### config.mk
export PLATFORM = sky130hd
export DESIGN_NAME = riff_wave_stream_parser
export DESIGN_NICKNAME = d
export VERILOG_FILES = /design/src/rtl/rwsp_pkg.sv /design/src/rtl/rwsp_in_stage.sv /design/src/rtl/rwsp_core.sv /design/src/rtl/rwsp_out_stage.sv /design/src/rtl/riff_wave_stream_parser.sv
export SDC_FILE = /design/constraint.sdc
export NUM_CORES = 1
export LEC_CHECK = 0
export ABC_AREA = 1
export BUFFER_PORTS_ARGS = -buffer_cell sky130_fd_sc_hd__buf_2
export CELL_PAD_IN_SITES_DETAIL_PLACEMENT = 0
export CELL_PAD_IN_SITES_GLOBAL_PLACEMENT = 1
export CORE_MARGIN = 2
export CORE_UTILIZATION = 45
export CTS_CLUSTER_DIAMETER = 120
export DETAILED_ROUTE_END_ITERATION = 12
export GPL_ROUTABILITY_DRIVEN = 1
export PLACE_DENSITY_LB_ADDON = 0.2
export SYNTH_ARGS = -nofsm -noshare
export SYNTH_HDL_FRONTEND = slang
export SYNTH_SLANG_ARGS = --single-unit
### constraint.sdc
create_clock -name aclk -period 5.25 [get_ports aclk]
set_input_delay 0.525 -clock aclk [delete_from_list [all_inputs] [get_ports aclk]]
set_output_delay 0.525 -clock aclk [all_outputs]
set_load 0.01 [all_outputs]
### src/rtl/rwsp_pkg.sv
// Shared types, constants and codes for the RIFF/WAVE stream parser.
// No dependencies; every other file of the parser uses this package.
package rwsp_pkg;

    localparam int BYTE_W   = 8;
    localparam int EVENT_W  = 3;
    localparam int ERROR_W  = 3;
    localparam int TDATA_W  = 176;
    localparam int FMT_MIN  = 16;
    localparam int RIFF_MIN = 4;

    localparam logic [31:0] ID_RIFF = 32'h4646_4952;
    localparam logic [31:0] ID_WAVE = 32'h4556_4157;
    localparam logic [31:0] ID_FMT  = 32'h2074_6d66;
    localparam logic [31:0] ID_DATA = 32'h6174_6164;

    localparam logic [EVENT_W-1:0] EV_HEAD  = 3'd0;
    localparam logic [EVENT_W-1:0] EV_AUDIO = 3'd1;
    localparam logic [EVENT_W-1:0] EV_FMT   = 3'd2;
    localparam logic [EVENT_W-1:0] EV_FIN   = 3'd3;
    localparam logic [EVENT_W-1:0] EV_ERR   = 3'd4;
    localparam logic [EVENT_W-1:0] EV_IGN   = 3'd5;

    localparam logic [ERROR_W-1:0] ERR_NONE      = 3'd0;
    localparam logic [ERROR_W-1:0] ERR_BAD_RIFF  = 3'd1;
    localparam logic [ERROR_W-1:0] ERR_BAD_SIZE  = 3'd2;
    localparam logic [ERROR_W-1:0] ERR_BAD_WAVE  = 3'd3;
    localparam logic [ERROR_W-1:0] ERR_TRUNCATED = 3'd4;
    localparam logic [ERROR_W-1:0] ERR_BAD_CHUNK = 3'd5;

    typedef struct packed {
        logic [BYTE_W-1:0] stream_byte;
        logic              stream_last;
    } item_t;

    typedef struct packed {
        logic [EVENT_W-1:0] event_res;
        logic [BYTE_W-1:0]  audio_byte;
        logic               audio_last;
        logic [15:0]        format_tag;
        logic [15:0]        channels;
        logic [31:0]        sample_rate;
        logic [31:0]        avg_bytes_per_sec;
        logic [15:0]        block_align;
        logic [15:0]        bits_per_sample;
        logic [31:0]        data_length;
        logic [ERROR_W-1:0] error_code;
    } result_t;

endpackage

### src/rtl/rwsp_in_stage.sv
// Input register of the RIFF/WAVE stream parser: holds one byte transaction.
// Depends on rwsp_pkg.
module rwsp_in_stage (
    input  logic           aclk,
    input  logic           aresetn,
    input  logic           s_tvalid,
    output logic           s_tready,
    input  rwsp_pkg::item_t s_item,
    input  logic           advance,
    output logic           item_valid,
    output rwsp_pkg::item_t item
);

    logic            valid_reg;
    rwsp_pkg::item_t item_reg;

    assign s_tready   = !valid_reg || advance;
    assign item_valid = valid_reg;
    assign item       = item_reg;

    always_ff @(posedge aclk) begin
        if (!aresetn) begin
            valid_reg <= 1'b0;
        end else if (s_tready) begin
            valid_reg <= s_tvalid;
        end
        if (s_tready && s_tvalid) begin
            item_reg <= s_item;
        end
    end

endmodule

### src/rtl/rwsp_core.sv
// Parser state and per-byte decode of the RIFF/WAVE stream parser.
// Holds the header walk state and format fields; depends on rwsp_pkg.
module rwsp_core (
    input  logic              aclk,
    input  logic              aresetn,
    input  logic              step,
    input  rwsp_pkg::item_t   item,
    output rwsp_pkg::result_t result
);

    typedef enum logic [3:0] {
        PH_RIFF, PH_SIZE, PH_WAVE, PH_CID, PH_CSIZE,
        PH_FMT, PH_DATA, PH_SKIP, PH_PEND, PH_DONE, PH_ERR
    } phase_t;

    typedef enum logic [1:0] {
        KIND_OTHER, KIND_FMT, KIND_DATA
    } kind_t;

    phase_t      phase_reg, phase_next;
    kind_t       kind_reg, kind_next;
    logic [31:0] field_reg, field_next;
    logic [31:0] count_reg, count_next;
    logic [31:0] remain_reg, remain_next;
    logic [15:0] format_tag_reg, format_tag_next;
    logic [15:0] channels_reg, channels_next;
    logic [31:0] sample_rate_reg, sample_rate_next;
    logic [31:0] byte_rate_reg, byte_rate_next;
    logic [15:0] block_align_reg, block_align_next;
    logic [15:0] sample_bits_reg, sample_bits_next;
    logic [31:0] data_length_reg, data_length_next;
    logic [2:0]  error_reg, error_next;

    logic [31:0] field_ins;
    logic [31:0] count_inc;
    logic [31:0] remain_dec;
    logic [2:0]  fail_code;
    logic        chunk_done;
    logic [2:0]  ev;
    logic [7:0]  abyte;
    logic        alast;
    logic [7:0]  b;

    assign b          = item.stream_byte;
    assign count_inc  = count_reg + 32'd1;
    assign remain_dec = remain_reg - 32'd1;
    assign field_ins  = ((count_reg[1:0] == 2'd0) ? 32'd0 : field_reg)
                      | ({24'd0, b} << {count_reg[1:0], 3'b000});

    always_comb begin
        phase_next       = phase_reg;
        kind_next        = kind_reg;
        field_next       = field_reg;
        count_next       = count_reg;
        remain_next      = remain_reg;
        format_tag_next  = format_tag_reg;
        channels_next    = channels_reg;
        sample_rate_next = sample_rate_reg;
        byte_rate_next   = byte_rate_reg;
        block_align_next = block_align_reg;
        sample_bits_next = sample_bits_reg;
        data_length_next = data_length_reg;
        error_next       = error_reg;
        fail_code        = rwsp_pkg::ERR_NONE;
        chunk_done       = 1'b0;
        ev               = rwsp_pkg::EV_HEAD;
        abyte            = 8'd0;
        alast            = 1'b0;

        if (step) begin
            if (phase_reg == PH_PEND) begin
                phase_next = PH_DONE;
                ev         = rwsp_pkg::EV_FIN;
            end else if (phase_reg == PH_DONE || phase_reg == PH_ERR) begin
                ev = rwsp_pkg::EV_IGN;
            end else begin
                remain_next = remain_dec;
                if (phase_reg == PH_RIFF || phase_reg == PH_SIZE || phase_reg == PH_WAVE
                        || phase_reg == PH_CID || phase_reg == PH_CSIZE) begin
                    field_next = field_ins;
                    count_next = count_inc;
                    if (count_reg[1:0] == 2'd3) begin
                        count_next = 32'd0;
                        unique case (phase_reg)
                            PH_RIFF: begin
                                if (field_ins != rwsp_pkg::ID_RIFF) begin
                                    fail_code = rwsp_pkg::ERR_BAD_RIFF;
                                end else begin
                                    phase_next = PH_SIZE;
                                end
                            end
                            PH_SIZE: begin
                                if (field_ins == 32'd0 || field_ins[31]) begin
                                    fail_code = rwsp_pkg::ERR_BAD_SIZE;
                                end else if (field_ins < 32'(rwsp_pkg::RIFF_MIN)) begin
                                    fail_code = rwsp_pkg::ERR_BAD_CHUNK;
                                end else begin
                                    remain_next = field_ins;
                                    phase_next  = PH_WAVE;
                                end
                            end
                            PH_WAVE: begin
                                if (field_ins != rwsp_pkg::ID_WAVE) begin
                                    fail_code = rwsp_pkg::ERR_BAD_WAVE;
                                end else begin
                                    chunk_done = 1'b1;
                                end
                            end
                            PH_CID: begin
                                if (field_ins == rwsp_pkg::ID_FMT) begin
                                    kind_next = KIND_FMT;
                                end else if (field_ins == rwsp_pkg::ID_DATA) begin
                                    kind_next = KIND_DATA;
                                end else begin
                                    kind_next = KIND_OTHER;
                                end
                                phase_next = PH_CSIZE;
                                if (remain_dec == 32'd0) begin
                                    fail_code = rwsp_pkg::ERR_BAD_CHUNK;
                                end
                            end
                            default: begin
                                if (field_ins > remain_dec) begin
                                    fail_code = rwsp_pkg::ERR_BAD_CHUNK;
                                end else if (kind_reg == KIND_FMT
                                        && field_ins < 32'(rwsp_pkg::FMT_MIN)) begin
                                    fail_code = rwsp_pkg::ERR_BAD_CHUNK;
                                end else begin
                                    if (kind_reg == KIND_DATA) begin
                                        data_length_next = field_ins;
                                    end
                                    if (field_ins == 32'd0) begin
                                        chunk_done = 1'b1;
                                    end else if (kind_reg == KIND_FMT) begin
                                        phase_next = PH_FMT;
                                    end else if (kind_reg == KIND_DATA) begin
                                        phase_next = PH_DATA;
                                    end else begin
                                        phase_next = PH_SKIP;
                                    end
                                end
                            end
                        endcase
                    end else if ((phase_reg == PH_CID || phase_reg == PH_CSIZE)
                            && remain_dec == 32'd0) begin
                        fail_code = rwsp_pkg::ERR_BAD_CHUNK;
                    end
                end else begin
                    if (phase_reg == PH_FMT && count_reg[31:4] == 28'd0) begin
                        case (count_reg[3:0])
                            4'd0:  format_tag_next        = {8'd0, b};
                            4'd1:  format_tag_next[15:8]  = b;
                            4'd2:  channels_next          = {8'd0, b};
                            4'd3:  channels_next[15:8]    = b;
                            4'd4:  sample_rate_next       = {24'd0, b};
                            4'd5:  sample_rate_next[15:8] = b;
                            4'd6:  sample_rate_next[23:16] = b;
                            4'd7:  sample_rate_next[31:24] = b;
                            4'd8:  byte_rate_next         = {24'd0, b};
                            4'd9:  byte_rate_next[15:8]   = b;
                            4'd10: byte_rate_next[23:16]  = b;
                            4'd11: byte_rate_next[31:24]  = b;
                            4'd12: block_align_next       = {8'd0, b};
                            4'd13: block_align_next[15:8] = b;
                            4'd14: sample_bits_next       = {8'd0, b};
                            default: sample_bits_next[15:8] = b;
                        endcase
                        if (count_reg[3:0] == 4'd15) begin
                            ev = rwsp_pkg::EV_FMT;
                        end
                    end else if (phase_reg == PH_DATA) begin
                        ev    = rwsp_pkg::EV_AUDIO;
                        abyte = b;
                        alast = (count_inc == field_reg);
                    end
                    count_next = count_inc;
                    if (count_inc == field_reg) begin
                        chunk_done = 1'b1;
                    end
                end

                if (chunk_done) begin
                    count_next = 32'd0;
                    if (remain_dec == 32'd0) begin
                        if (ev == rwsp_pkg::EV_AUDIO) begin
                            phase_next = PH_PEND;
                        end else begin
                            phase_next = PH_DONE;
                            ev         = rwsp_pkg::EV_FIN;
                        end
                    end else begin
                        phase_next = PH_CID;
                    end
                end

                if (fail_code != rwsp_pkg::ERR_NONE) begin
                    error_next = fail_code;
                    phase_next = PH_ERR;
                    ev         = rwsp_pkg::EV_ERR;
                end

                if (item.stream_last && phase_next != PH_PEND && phase_next != PH_DONE
                        && phase_next != PH_ERR) begin
                    error_next = rwsp_pkg::ERR_TRUNCATED;
                    phase_next = PH_ERR;
                    ev         = rwsp_pkg::EV_ERR;
                end

                if (ev != rwsp_pkg::EV_AUDIO) begin
                    abyte = 8'd0;
                    alast = 1'b0;
                end
            end
        end
    end

    always_comb begin
        result.event_res         = ev;
        result.audio_byte        = abyte;
        result.audio_last        = alast;
        result.format_tag        = format_tag_next;
        result.channels          = channels_next;
        result.sample_rate       = sample_rate_next;
        result.avg_bytes_per_sec = byte_rate_next;
        result.block_align       = block_align_next;
        result.bits_per_sample   = sample_bits_next;
        result.data_length       = data_length_next;
        result.error_code        = error_next;
    end

    always_ff @(posedge aclk) begin
        if (!aresetn) begin
            phase_reg       <= PH_RIFF;
            kind_reg        <= KIND_OTHER;
            field_reg       <= 32'd0;
            count_reg       <= 32'd0;
            remain_reg      <= 32'd0;
            format_tag_reg  <= 16'd0;
            channels_reg    <= 16'd0;
            sample_rate_reg <= 32'd0;
            byte_rate_reg   <= 32'd0;
            block_align_reg <= 16'd0;
            sample_bits_reg <= 16'd0;
            data_length_reg <= 32'd0;
            error_reg       <= 3'd0;
        end else begin
            phase_reg       <= phase_next;
            kind_reg        <= kind_next;
            field_reg       <= field_next;
            count_reg       <= count_next;
            remain_reg      <= remain_next;
            format_tag_reg  <= format_tag_next;
            channels_reg    <= channels_next;
            sample_rate_reg <= sample_rate_next;
            byte_rate_reg   <= byte_rate_next;
            block_align_reg <= block_align_next;
            sample_bits_reg <= sample_bits_next;
            data_length_reg <= data_length_next;
            error_reg       <= error_next;
        end
    end

endmodule

### src/rtl/rwsp_out_stage.sv
// Result register of the RIFF/WAVE stream parser: holds one result transaction.
// Depends on rwsp_pkg.
module rwsp_out_stage (
    input  logic              aclk,
    input  logic              aresetn,
    input  logic              load_valid,
    input  rwsp_pkg::result_t load_result,
    output logic              load_ready,
    output logic              m_valid,
    input  logic              m_ready,
    output rwsp_pkg::result_t m_result
);

    logic              valid_reg;
    rwsp_pkg::result_t result_reg;

    assign load_ready = !valid_reg || m_ready;
    assign m_valid    = valid_reg;
    assign m_result   = result_reg;

    always_ff @(posedge aclk) begin
        if (!aresetn) begin
            valid_reg <= 1'b0;
        end else if (load_ready) begin
            valid_reg <= load_valid;
        end
        if (load_ready && load_valid) begin
            result_reg <= load_result;
        end
    end

endmodule

### src/rtl/riff_wave_stream_parser.sv
// RIFF/WAVE stream parser top level: one byte in, one result transaction out.
// A byte is registered in the input stage, then its result in the result register.
// Throughput is one byte per cycle, set by the two registers, unless m_tready stalls.
// Reset is synchronous and active low; it clears the parser state and format fields.
// Depends on rwsp_pkg, rwsp_in_stage, rwsp_core and rwsp_out_stage.
module riff_wave_stream_parser (
    input  logic                          aclk,
    input  logic                          aresetn,
    input  logic                          s_tvalid,
    output logic                          s_tready,
    input  logic [7:0]                    s_tdata,  // stream_byte
    input  logic                          s_tlast,  // stream_last
    output logic                          m_tvalid,
    input  logic                          m_tready,
    // audio_byte, format_tag, channels, sample_rate, avg_bytes_per_sec,
    // block_align, bits_per_sample, data_length, error_code, zero fill
    output logic [rwsp_pkg::TDATA_W-1:0]  m_tdata,
    output logic                          m_tlast,  // audio_last
    output logic [rwsp_pkg::EVENT_W-1:0]  m_tuser   // event_res
);

    rwsp_pkg::item_t   s_item;
    rwsp_pkg::item_t   item;
    rwsp_pkg::result_t step_result;
    rwsp_pkg::result_t m_result;
    logic              item_valid;
    logic              load_ready;

    assign s_item.stream_byte = s_tdata;
    assign s_item.stream_last = s_tlast;

    rwsp_in_stage u_in_stage (
        .aclk       (aclk),
        .aresetn    (aresetn),
        .s_tvalid   (s_tvalid),
        .s_tready   (s_tready),
        .s_item     (s_item),
        .advance    (load_ready),
        .item_valid (item_valid),
        .item       (item)
    );

    rwsp_core u_core (
        .aclk    (aclk),
        .aresetn (aresetn),
        .step    (item_valid && load_ready),
        .item    (item),
        .result  (step_result)
    );

    rwsp_out_stage u_out_stage (
        .aclk        (aclk),
        .aresetn     (aresetn),
        .load_valid  (item_valid),
        .load_result (step_result),
        .load_ready  (load_ready),
        .m_valid     (m_tvalid),
        .m_ready     (m_tready),
        .m_result    (m_result)
    );

    assign m_tdata = {5'd0,
                      m_result.error_code,
                      m_result.data_length,
                      m_result.bits_per_sample,
                      m_result.block_align,
                      m_result.avg_bytes_per_sec,
                      m_result.sample_rate,
                      m_result.channels,
                      m_result.format_tag,
                      m_result.audio_byte};
    assign m_tlast = m_result.audio_last;
    assign m_tuser = m_result.event_res;

endmodule
==> qor.csv, run 1 <==
stage,metric,value,unit
run_status,status,finished clean,
route,via_per_inst,5.388,
die,die_h,225.1,um
finish,final_core_util,51.78,%
die,die_area,50670,sq um
worst_setup_path,cp_slowest_cell,nor2_1,
timing,relSlewSlack,21.68,%
worst_setup_path,max_stage_delay,0.38,ns
clock_network,ctsHoldBuffers,0,
timing,timing_hold_violations_final,0,
timing,fin_crit_sh,88.90,%
clock_network,clkSinkCount,451,
synth,synth_ff_type,dfxtp_1,
clock_network,cts_tree,built,
route,dr.first_iter.drc_count,1560,
power,power.density,351.8,nW/um^2
clock_network,cts_root_buffer,clkbuf_16,
route,ant_nets,0,
worst_setup_path,worstPathArrival,5.00,ns
synth,synth_cell_types,52,
timing,period_minus_slack,4.667,ns
timing,final-max-slew-violation-count,0,
route,drt_first_pass_iters,6,
route,wl,72800,um
synth,synthTopCellsByCount,"691 x nand2_1, 369 x inv_1, 287 x a21oi_1",
synth,yosys.area.top_type,edfxtp_1,
finish,finalNetCount,3054,
synth,seq_area_frac_synth,49.41,%
finish,drive_gt1_share,13.92,%
worst_setup_path,crit_top_cell,nand2_1,
timing,rsz0062_at_grt,false,
synth,syn_inst,2828,
worst_setup_path,worstPathRequired,5.58,ns
synth,synth.area.top_cells,"edfxtp_1 25%, dfxtp_1 24%, nand2_1 12%, a21oi_1 6.5%, inv_1 6.3%",
power,power_leakage,10.47,nW
place,portBuffers,189,
clock_network,h-tree-depth,2,
place,place_inst,3571,
synth,yosys_warnings,0,
synth,ys_async_sr_fraction,0,%
timing,finClkSkew,0.02658,ns
flow_run,drv_cap,0,
die,initial_core_util,45.22,%
route,wl_per_cell,19.85,um
die,rows,81,
finish,stdcell_area,25190,sq um
route,vias,19760,
die,die_x,225.1,um
synth,synth_most_common_cell,nand2_1,
timing,setup_tns,0,ns
worst_setup_path,crit_fanout,11,
clock_network,cts_resized,0,
global_route,track_usage,28.38,%
global_route,grt.overflow.total,0,
clock_network,cts_setup_buffers,0,
global_route,grt_pass1_vias,18370,
worst_setup_path,end_kind,flip-flop,
place,post-dp-hpwl,54400,um
die,ios,195,
place,gp_congestion,0.9603,
synth,synthDominantCellAreaShare,25.12,%
clock_network,clk_pin_slew_worst_paths,0.06,ns
synth,synth_edf_count,184,
timing,holdWs,0.09551,ns
timing,tightestPinTransition,1.175,ns
route,drc,0,
global_route,antenna_found_initial,0,
power,max-vdd-ir-drop,0.2506,mV
global_route,grt_pass1_wl,109500,um
hold_path,hold_class,in2reg,
finish,antenna_cells,0,
die,core,48650,sq um
timing,setup_viol,0,
place,dpl_cell_area,23560,sq um
timing,max_freq,214.2,MHz
clock_network,clockBufferDepth,3,
clock_network,cts_buffers,51,
finish,largest_reg_flops,175,
worst_setup_path,crit_type,reg2reg,
finish,syn_to_final_growth,14.50,%
finish,fin_cells,3667,
clock_network,worst_skew_pair.late_latency,0.63,ns
synth,syn_area_per_cell,7.779,sq um
synth,ys_ff_latch,451,
worst_setup_path,cp-start-kind,flip-flop,
global_route,grt_max_degree,140,
synth,netlist_area,22000,sq um
==> cells in the final DEF (no fill, tap or decap), drive strengths merged, types with 8 or more instances in the layout <==
cell type and count:
nand2 701, inv 377, nor2 307, a21oi 289, dfxtp 267, buf 232, edfxtp 184, nand3 150
o21ai 108, clkbuf 77, or2 64, a211oi 62, o22ai 50, nand4 41, ha 39, nor3 17
clkinv 16, nor4 13, nand3b 8, o211ai 8
==> final cells by class <==
class	count	area, sq um
repair buffers	232	1294
flip-flops and latches	451	10870
inverters	378	1433
fillers	4760	23460
clock inverters	19	168.9
clock buffers	77	1455
well taps	622	778.2
multi-input cells	1888	9189
==> worst max-delay path: cells and delay by family (launching register included) <==
kind / cells / cell delay, ns
AND/OR/NAND/NOR: 23 / 3.12
buffers and inverters: 3 / 0.38
flip-flops: 1 / 0.33
adder cells (fa/ha/maj): 1 / 0.30
XOR/XNOR: 1 / 0.22
==> metal layers <==
metal	part of all wire (%)	vias to the layer above	GRT usage, %
met3	5.4	124	4.068
met5	0	-	0
met2	48	600	47.38
met4	3.4	0	9.763
li1	-	9654	-
met1	44	9381	37.73
==> kinds of logic (layout without fill, tap and decap cells) <==
logic type / count (synthesis) / after routing / share of synthesized area [%]
other: 1 / 5 / 0.01705
AND/OR/NAND/NOR: 1303 / 1303 / 25.45
AO/OA/AOI/OAI: 531 / 531 / 13.56
flip-flops: 451 / 451 / 49.41
buffers and inverters: 493 / 706 / 8.941
multiplexers: 1 / 1 / 0.04550
XOR/XNOR: 9 / 9 / 0.3583
adder cells (fa/ha/maj): 39 / 39 / 2.218
==> worst paths after layout <==
kind | start | end | slack [ns] | cells past startpoint
worst min-delay path | s_tdata[5] | u_in_stage.item[6] | 0.1 | 1
worst max-delay path | u_core.remain_reg[1] | u_out_stage.m_result[165] | 0.58 | 28
worst max register to register | u_core.remain_reg[1] | u_out_stage.m_result[165] | 0.58 | 28
worst min register to register | u_core.kind_reg[0] | u_core.kind_reg[0] | 0.47 | 2
==> through the flow <==
stage                     total power, mW  setup slack [ns]
after floorplan                     4.932            0.5963
after global placement              5.456            0.7725
after detailed placement            5.456            0.6872
after CTS                           8.916            0.6598
after global routing                9.254           0.08128
final                               8.860            0.5825
==> report_power, final <==
part / internal [mW] / switching [mW]
clock: 1.98 / 1.48
sequential: 3.75 / 0.0911
combinational: 0.446 / 1.12
(Power assumes the default switching activity.)
==> run 2: changes to the inputs <==
Settings changed: CELL_PAD_IN_SITES_DETAIL_PLACEMENT 0 to 2, CELL_PAD_IN_SITES_GLOBAL_PLACEMENT 1 to 2, CORE_UTILIZATION 45 to 35, PLACE_DENSITY_LB_ADDON 0.2 to 0.25.
==> run 2 against run 1 <==
Register-to-register slack worse by 0.21 ns. Clock skew up 0.0037 ns. Power up 5.4%. Maximum frequency down 4.3%. Global-route usage about the same. Final cell count up 6.1%. First-iteration DRC count down 26%. Highest routed layer unchanged. Via count up 5.5%. Critical path depth up 3. Critical endpoint is now u_out_stage.m_result[164]. Largest cell class unchanged.
==> qor.csv, run 2 (synthesis gave the netlist of run 1 again) <==
stage,metric,value,unit
run_status,status,finished clean,
worst_setup_path,rr_endpoint,u_out_stage.m_result[164],
die,core,61940,sq um
hold_path,hold_class,in2reg,
flow_run,drv_cap,0,
timing,max_freq,205.0,MHz
finish,final_cell_mix,"691 x nand2_1, 368 x inv_1, 287 x a21oi_1, 281 x nor2_1, 267 x dfxtp_1",
route,wl,93350,um
route,ant_nets,0,
place,dpl_cell_area,23890,sq um
worst_setup_path,cp-start-kind,flip-flop,
timing,timing_hold_violations_final,0,
global_route,grt_pass1_wl,140200,um
die,die_h,254.7,um
die,die_x,254.7,um
route,drc,0,
worst_setup_path,crit_type,reg2reg,
power,power.density,363.4,nW/um^2
route,dr.first_iter.drc_count,1158,
place,portBuffers,189,
timing,period_minus_slack,4.878,ns
timing,rsz0062_at_grt,false,
global_route,grt_max_degree,118,
timing,relSlewSlack,27.84,%
die,initial_core_util,35.52,%
global_route,grt_pass1_vias,22820,
clock_network,cts_tree,built,
clock_network,clkSinkCount,451,
global_route,grt.overflow.total,0,
die,ios,195,
die,rows,91,
route,drt_first_pass_iters,5,
power,max-vdd-ir-drop,0.2315,mV
worst_setup_path,rr_startpoint,u_core.remain_reg[0],
finish,drive_gt1_share,14.52,%
hold_path,min_from,s_tdata[5],
power,power_leakage,10.60,nW
clock_network,h-tree-depth,2,
global_route,track_usage,28.42,%
finish,syn_to_final_growth,16.76,%
timing,fin_crit_sh,92.92,%
worst_setup_path,end_kind,flip-flop,
worst_setup_path,crit_end,u_out_stage.m_result[164],
clock_network,worst_skew_pair.late_latency,0.63,ns
finish,largest_reg_flops,175,
place,gp_congestion,0.9239,
timing,setup_tns,0,ns
worst_setup_path,worstPathArrival,5.36,ns
clock_network,clockBufferDepth,3,
route,vias,20850,
worst_setup_path,rrSetupSlack,0.37,ns
route,via_per_inst,5.360,
clock_network,cts_root_buffer,clkbuf_16,
timing,final-max-slew-violation-count,0,
clock_network,cts_setup_buffers,0,
finish,layout_commonest_cell,nand2_1,
worst_setup_path,reg2reg_depth,31,
finish,stdcell_area,25680,sq um
finish,final_core_util,41.47,%
worst_setup_path,cp_slowest_cell,dfxtp_1,
timing,setup_viol,0,
die,die_area,64870,sq um
worst_setup_path,crit_fanout,12,
worst_setup_path,critPathLaunch,u_core.remain_reg[0],
worst_setup_path,worstPathRequired,5.73,ns
worst_setup_path,max_stage_delay,0.33,ns
worst_setup_path,crit_top_cell,nand2_1,
finish,antenna_cells,0,
finish,finalNetCount,3061,
clock_network,clk_pin_slew_worst_paths,0.07,ns
route,wl_per_cell,24.00,um
timing,finClkSkew,0.03033,ns
power,finalPower,9.335,mW
clock_network,cts_buffers,51,
place,post-dp-hpwl,69320,um
clock_network,ctsHoldBuffers,0,
timing,tightestPinTransition,1.073,ns
global_route,antenna_found_initial,1,
[run 2: cell count changes in the layout (fill, tap and decap cells not counted), moves of 5 or more]
cell       change
clkbuf_1      -10
clkinv_2       +7
buf_4          +5
bufinv_16      +5
[run 2: final cells by class]
type	instances	area, sq um
clock buffers	67	1429
clock inverters	29	342.8
fillers	7140	36250
inverters	378	1433
multi-input cells	1889	9211
flip-flops and latches	451	10870
well taps	837	1047
repair buffers	238	1351
[run 2: how the worst min path moves through the flow]
| stage | slack (ns) | endpoint | depth (start not counted) |
|---|---|---|---|
| 2_1_floorplan | 0.44 | u_core.kind_reg[0] | 2 |
| 3_3_place_gp | 0.46 | u_core.channels_reg[2] | 2 |
| 3_5_place_dp | 0.47 | u_core.sample_rate_reg[24] | 2 |
| 4_1_cts | 0.06 | u_in_stage.item[0] | 1 |
| 5_1_grt | 0.07 | u_in_stage.item[0] | 1 |
| 6_report | 0.08 | u_in_stage.item[6] | 1 |
[run 2: stage by stage]
step | hold WS (ns) | setup slack [ns] | cells
global route | 0.06545 | 0.003109 | 3889
global placement | 0.4561 | 0.6115 | 3792
finish | 0.07996 | 0.3716 | 3889
floorplan | 0.4448 | 0.5963 | 2832
detailed placement | 0.4661 | 0.3855 | 3792
CTS | 0.05870 | 0.3236 | 3888
[run 2: power breakdown]
group / internal [mW] / switching [mW] / total, mW / leakage, nW
clock: 2.23 / 1.59 / 3.82 / 0.871
combinational: 0.455 / 1.21 / 1.67 / 5.82
sequential: 3.75 / 0.0997 / 3.85 / 3.91
[run 2: routing by layer]
layer  vias up  wire length, um  GRT usage (%)
met5         -                0              0
met2       467            47500          52.02
met1     10560            38910          34.47
met4         0             3122          9.875
met3       164             3820          3.011
li1       9659                -              -
[run 2: repair_timing]
action / CTS / global route
endpoints found under the setup margin: 0 / 11
hold endpoints to repair: 0 / 0
gates resized for setup: 0 / 3
[run 2: critical path: cells and delay by family (launching register included)]
| family | cells | cell delay [ns] |
|---|---|---|
| DFF | 1 | 0.33 |
| and+or+nand+nor | 23 | 3.02 |
| adders and majority gates | 2 | 0.57 |
| AOI/OAI and AO/OA | 1 | 0.12 |
| buffers and inverters | 5 | 0.69 |
